<file path="src/hdl/kllp_pkg.sv">
// kllp_pkg: shared types and codes for the keyed linked list pool
// no dependencies
package kllp_pkg;

  typedef enum logic [1:0] {
    KIND_ADD    = 2'd0,
    KIND_REMOVE = 2'd1,
    KIND_READ   = 2'd2,
    KIND_QUERY  = 2'd3
  } kind_t;

  typedef enum logic [1:0] {
    ST_OK    = 2'd0,
    ST_FULL  = 2'd1,
    ST_EMPTY = 2'd2,
    ST_RSVD  = 2'd3
  } status_t;

  typedef enum logic [2:0] {
    S_CLEAR,
    S_IDLE,
    S_HEAD,
    S_ADD,
    S_WALK,
    S_RESULT
  } state_t;

  // controller to datapath
  typedef struct packed {
    logic clear_step;   // write empty code at clear pointer
    logic take_in;      // capture input beat
    logic do_add;       // allocate and link element
    logic walk_step;    // consume one element of the walk
    logic end_remove;   // last walk step; marks head empty on a remove
    logic send_single;  // load the one result beat of a walk-less item
    logic pop_out;      // output beat taken
  } kllp_cmd_t;

  // datapath to controller
  typedef struct packed {
    logic clear_done;
    logic is_add;
    logic is_walk;      // remove or read of a valid list
    logic walk_last;    // current walk element is final
    logic out_full;
  } kllp_sts_t;

endpackage

</file>
<file path="src/hdl/kllp_ctrl.sv">
// kllp_ctrl: sequencing state machine for the list pool
// depends on kllp_pkg
module kllp_ctrl (
  input  logic                clk,
  input  logic                rst,
  input  logic                in_valid,
  output logic                in_ready,
  input  logic                out_ready,
  input  kllp_pkg::kllp_sts_t sts,
  output kllp_pkg::kllp_cmd_t cmd
);

  kllp_pkg::state_t state, state_next;

  always_ff @(posedge clk) begin
    if (rst) begin
      state <= kllp_pkg::S_CLEAR;
    end else begin
      state <= state_next;
    end
  end

  always_comb begin
    state_next = state;
    case (state)
      kllp_pkg::S_CLEAR: if (sts.clear_done) state_next = kllp_pkg::S_IDLE;
      kllp_pkg::S_IDLE: if (in_valid) state_next = kllp_pkg::S_HEAD;
      kllp_pkg::S_HEAD: begin
        if (sts.is_add) state_next = kllp_pkg::S_ADD;
        else if (sts.is_walk) state_next = kllp_pkg::S_WALK;
        else state_next = kllp_pkg::S_RESULT;
      end
      kllp_pkg::S_ADD: state_next = kllp_pkg::S_RESULT;
      kllp_pkg::S_WALK: begin
        if (!sts.out_full && sts.walk_last) state_next = kllp_pkg::S_RESULT;
      end
      kllp_pkg::S_RESULT: if (!sts.out_full) state_next = kllp_pkg::S_IDLE;
      default: state_next = kllp_pkg::S_IDLE;
    endcase
  end

  always_comb begin
    cmd = '0;
    in_ready = 1'b0;
    cmd.pop_out = out_ready;
    case (state)
      kllp_pkg::S_CLEAR: cmd.clear_step = 1'b1;
      kllp_pkg::S_IDLE: begin
        in_ready = 1'b1;
        cmd.take_in = in_valid;
      end
      kllp_pkg::S_ADD: cmd.do_add = 1'b1;
      kllp_pkg::S_WALK: begin
        cmd.walk_step = !sts.out_full;
        cmd.end_remove = !sts.out_full && sts.walk_last;
      end
      kllp_pkg::S_RESULT: cmd.send_single = !sts.out_full && !sts.is_walk;
      default: ;
    endcase
  end

endmodule

</file>
<file path="config.mk">
export PLATFORM = sky130hd
export DESIGN_NAME = kllp_ctrl
export DESIGN_NICKNAME = d
export VERILOG_FILES = /design/src/hdl/kllp_pkg.sv /design/src/hdl/kllp_ctrl.sv
export SDC_FILE = /design/constraint.sdc
export NUM_CORES = 1
export LEC_CHECK = 0
export ABC_AREA = 1
export BUFFER_PORTS_ARGS = -buffer_cell sky130_fd_sc_hd__buf_2
export CORE_AREA = 10 10 47 49
export DETAILED_ROUTE_END_ITERATION = 10
export DIE_AREA = 0 0 57 59
export PLACE_DENSITY = 0.51
export SYNTH_ARGS = -nofsm -noshare
export SYNTH_HDL_FRONTEND = slang
export SYNTH_SLANG_ARGS = --single-unit
</file>
<file path="constraint.sdc">
create_clock -name clk -period 1.2 [get_ports clk]
set_input_delay 0.12 -clock clk [delete_from_list [all_inputs] [get_ports clk]]
set_output_delay 0.12 -clock clk [all_outputs]
set_load 0.02 [all_outputs]
</file>
==> run summary <==
For this configuration, the core starts out at a cell density of 19.11%. The static leakage is 0.2531 nW. Along the worst hold path, the cell count comes to 2. The worst setup path is captured at a primary output. Clock-pin slew was measured on the worst setup and hold paths at 40 ps. Net switching is 48.76% of the power. Timing would allow up to 828.6 MHz. The synthesized design contains 0 enable-type register cells. The hold path startpoint is rst. The maximum net fanout on the critical path came out at 4. Clock skew on the completed layout was measured at 1.089 ps.

The class of the most critical hold timing path is in2reg. Cells with a size suffix above 1 make up 49.28% of the layout. The maximum buffer depth of the clock tree came out at 2. The via count of the first global-routing pass came out at 345.

The DRC violation total after the first TritonRoute iteration came out at 0. TritonCTS built the clock tree. The hold path endpoint is state[1]. The wire length of the first global-routing pass is 1407 µm. In this run the critical register-to-register path is captured at state[1]. The async set or reset register ratio after synthesis is 0%.

The final reports fail on setup timing. Summed over all instances, the cell type with the most area after synthesis is sky130_fd_sc_hd__dfxtp_1. Global routing finished with a remaining overflow of 0. Walking the worst path, the cells encountered are inv_4 > nor2_4 > nand2_2 > nor2_1 > buf_4. The total of flip-flops plus latches after synthesis came out at 3. The count of buffers inserted at the top-level ports came out at 14.

The share of the clock period used by the worst path came out at 100.6%. The number of antenna diodes in the final layout is 0. The gate count of the mapped netlist is 50. The count of final hold-check violations came out at 0. The worst setup margin is -6.879 ps. The post-placement worst setup slack came out at 110.1 ps.

The die is 57 µm wide. The number of antenna violations at the first check in global routing was 0. Setup repair after global routing could not meet its margin everywhere. The number of different library cells in the post-synthesis netlist came out at 14. The minimum period implied by the final worst setup slack is 1207 ps. The critical path is of the reg2out type. The number of design rule violations left after detail routing is 0. The critical path contains buffers and inverters numbering 2 combined.

The number of flip-flops under the largest register name is 3. The floorplan step defined a die boundary enclosing 3363 µm². For this run, the slowest stage of the critical path takes 370 ps. Max-cap violations in this run came to 0.

The synthesis-to-finish area growth is 72.43%. The count of final setup violators is 1. Of the total power, combinational logic draws 63.9%. The antenna violation net count after detailed routing is 0. The Yosys step of the flow raised 0 warnings. For this run, the number of standard cells in the final layout without fillers is 85. The number of search-and-repair iterations in the first detailed-routing pass is 1. Across all hold checks on the routed design, the worst slack comes to 49.11 ps.

The core outline area came out at 1401 µm². The slowest stage of the critical path is the sky130_fd_sc_hd__dfxtp_4 cell. In this run the register-to-register setup slack is 180 ps. The part of the total power dissipated in the clock network came out at 14.2%. The launching element type of the critical path is a register. At the pin with the least slew margin, the transition time is 179.3 ps. The routed layout has 360 vias. The core occupancy in the finished layout is 32.95%.

The data arrival time at the worst-slack endpoint is 1090 ps. Ranked by flip-flop count, first place goes to state. The placed cell count is 79. The pin count of the biggest net entering global routing came out at 8. The headroom to the max-slew limit came out at 87.92%. The worst IR drop on VDD is 1.029 mV. The cell depth of the worst flop-to-flop path is 6.

After clock tree synthesis, the flow added hold-fix buffers numbering 0. Among all flip-flop cells after synthesis, the most frequent one is sky130_fd_sc_hd__dfxtp_1. Routability-driven placement finished with a final weighted congestion of 0.7924.

The beginning of the worst register-to-register path is state[0]. The register share of total power is 21.9%. The routed length per placed instance came out at 10.00 µm. The tree is rooted in a sky130_fd_sc_hd__clkbuf_4. The max-slew violation total from the final report came out at 0.

After detailed routing, the number of vias per cell comes to 4.235. The H-tree depth came out at 1. In this run the vertical extent of the chip is 59 µm.

The area share of the largest cell type after synthesis came out at 22.43%. In the final layout, the registers with the most flip-flops are state: 3 flops. The met2 routing resource usage after global routing came out at 8.837%.

The met1 routing resource usage after global routing came out at 4.858%. The cell type group with the largest total delay on the critical path is flip-flops. The cell area after placement came out at 350.3 µm². The number of top-level pins came out at 17. The mean instance size in the synthesized netlist came out at 5.355 µm². The finished cells cover 461.7 µm². The post-synthesis cell area is 267.8 µm². The data required time at the worst endpoint came out at 1080 ps. Yosys attributes the largest share of cell area to sky130_fd_sc_hd__dfxtp_1 22%, sky130_fd_sc_hd__nand2_1 15%, sky130_fd_sc_hd__nand3_1 13%. The number of sinks on the clock net came out at 3. For this design the ratio of total power to cell area is 2659 nW/µm². The net count reported at finish is 79.

The run finished, with violations left. The layer with the highest usage is met2. The switching component of the power came out at 598.6 µW.

The wire length after detailed routing is 850 µm. The part of the Yosys area used for sequential elements is 22.43%. Global routing consumed, on the met3 layer, 2.790% of the routing resources. The total CTS buffers is 3.

The post-detailed-placement half-perimeter wirelength is 695.5 µm. The overall fraction of global-route tracks in use came out at 5.311%. The design internal power came out at 629.1 µW. The clock reaches the later pin of the worst-skew pair after 230 ps. The most common cell in the synthesized netlist is sky130_fd_sc_hd__nand2_1.

The number of cell rows is 14. Counting instances in the post-synthesis netlist gives the leading cell types as 11 x sky130_fd_sc_hd__nand2_1, 9 x sky130_fd_sc_hd__nor2_1, 8 x sky130_fd_sc_hd__inv_1. The post-synthesis net count is 59.
-- logic make-up (layout without fill, tap and decap cells) --
kind of cell           Yosys count  after routing  synth area share [%]
AO/OA/AOI/OAI                    3              3                 5.606
buffers and inverters           12             31                 18.23
flip-flops                       3              3                 22.43
AND/OR/NAND/NOR                 32             32                 53.74
-- metrics by stage --
step / setup TNS [ps] / power, mW
after global placement: 0 / 0.8231
after CTS: -51.71 / 1.129
final: -6.879 / 1.228
after floorplan: 0 / 0.6562
after global routing: -335.6 / 1.352
after detailed placement: 0 / 0.8240
-- worst register-to-register path: cells and delay by family (launching register included) --
kind | cells | cell delay [ps]
and+or+nand+nor | 3 | 240
AOI/OAI and AO/OA | 1 | 190
DFF | 1 | 360
buffers and inverters | 2 | 160
-- layout make-up --
cell class	instances	area, µm²
multi-input cells	35	188.9
repair buffers	16	113.9
well taps	16	20.02
clock buffers	4	26.28
fillers	172	939.7
flip-flops and latches	3	68.82
inverters	11	43.79
-- worst max path at each step --
stage / start / to / slack, ps / cells past startpoint
after floorplan: state[0] / cmd[5] / 160 / 4
after global placement: state[0] / cmd[5] / 110 / 5
after detailed placement: state[0] / cmd[5] / 110 / 5
after CTS: state[1] / cmd[2] / -20 / 4
after global routing: state[0] / cmd[6] / -80 / 3
final: state[0] / cmd[5] / -7 / 5
-- layer usage --
layer / wire length, µm / vias up
met5: 0 / -
met4: 0 / 0
met3: 61 / 0
met2: 450 / 9
met1: 339 / 157
li1: - / 194
-- power by group through the flow --
| stage | Clock (mW) | Combinational [mW] | Sequential (mW) |
|---|---|---|---|
| after global routing | 0.196 | 0.875 | 0.281 |
| final | 0.174 | 0.785 | 0.269 |
| after CTS | 0.188 | 0.687 | 0.253 |
| after global placement | 0 | 0.601 | 0.222 |
| after floorplan | 0 | 0.451 | 0.205 |
| after detailed placement | 0 | 0.599 | 0.225 |
-- timing repair --
action / in CTS / in global routing
pin swaps: 1 / 2
setup endpoints to repair: 6 / 7
endpoints found under the hold margin: 0 / 0
setup buffers: 1 / 1
resized for setup: 15 / 10
-- layout by cell type (no fill, tap or decap), drive strengths merged --
cell	instances
buf	16
nand2	11
nor2	11
inv	10
nand3	8
clkbuf	4
dfxtp	3
a21oi	2
nor3	1
clkinv	1
nand4	1
o21ai	1
No activity file was read; power rests on OpenSTA's default activity.
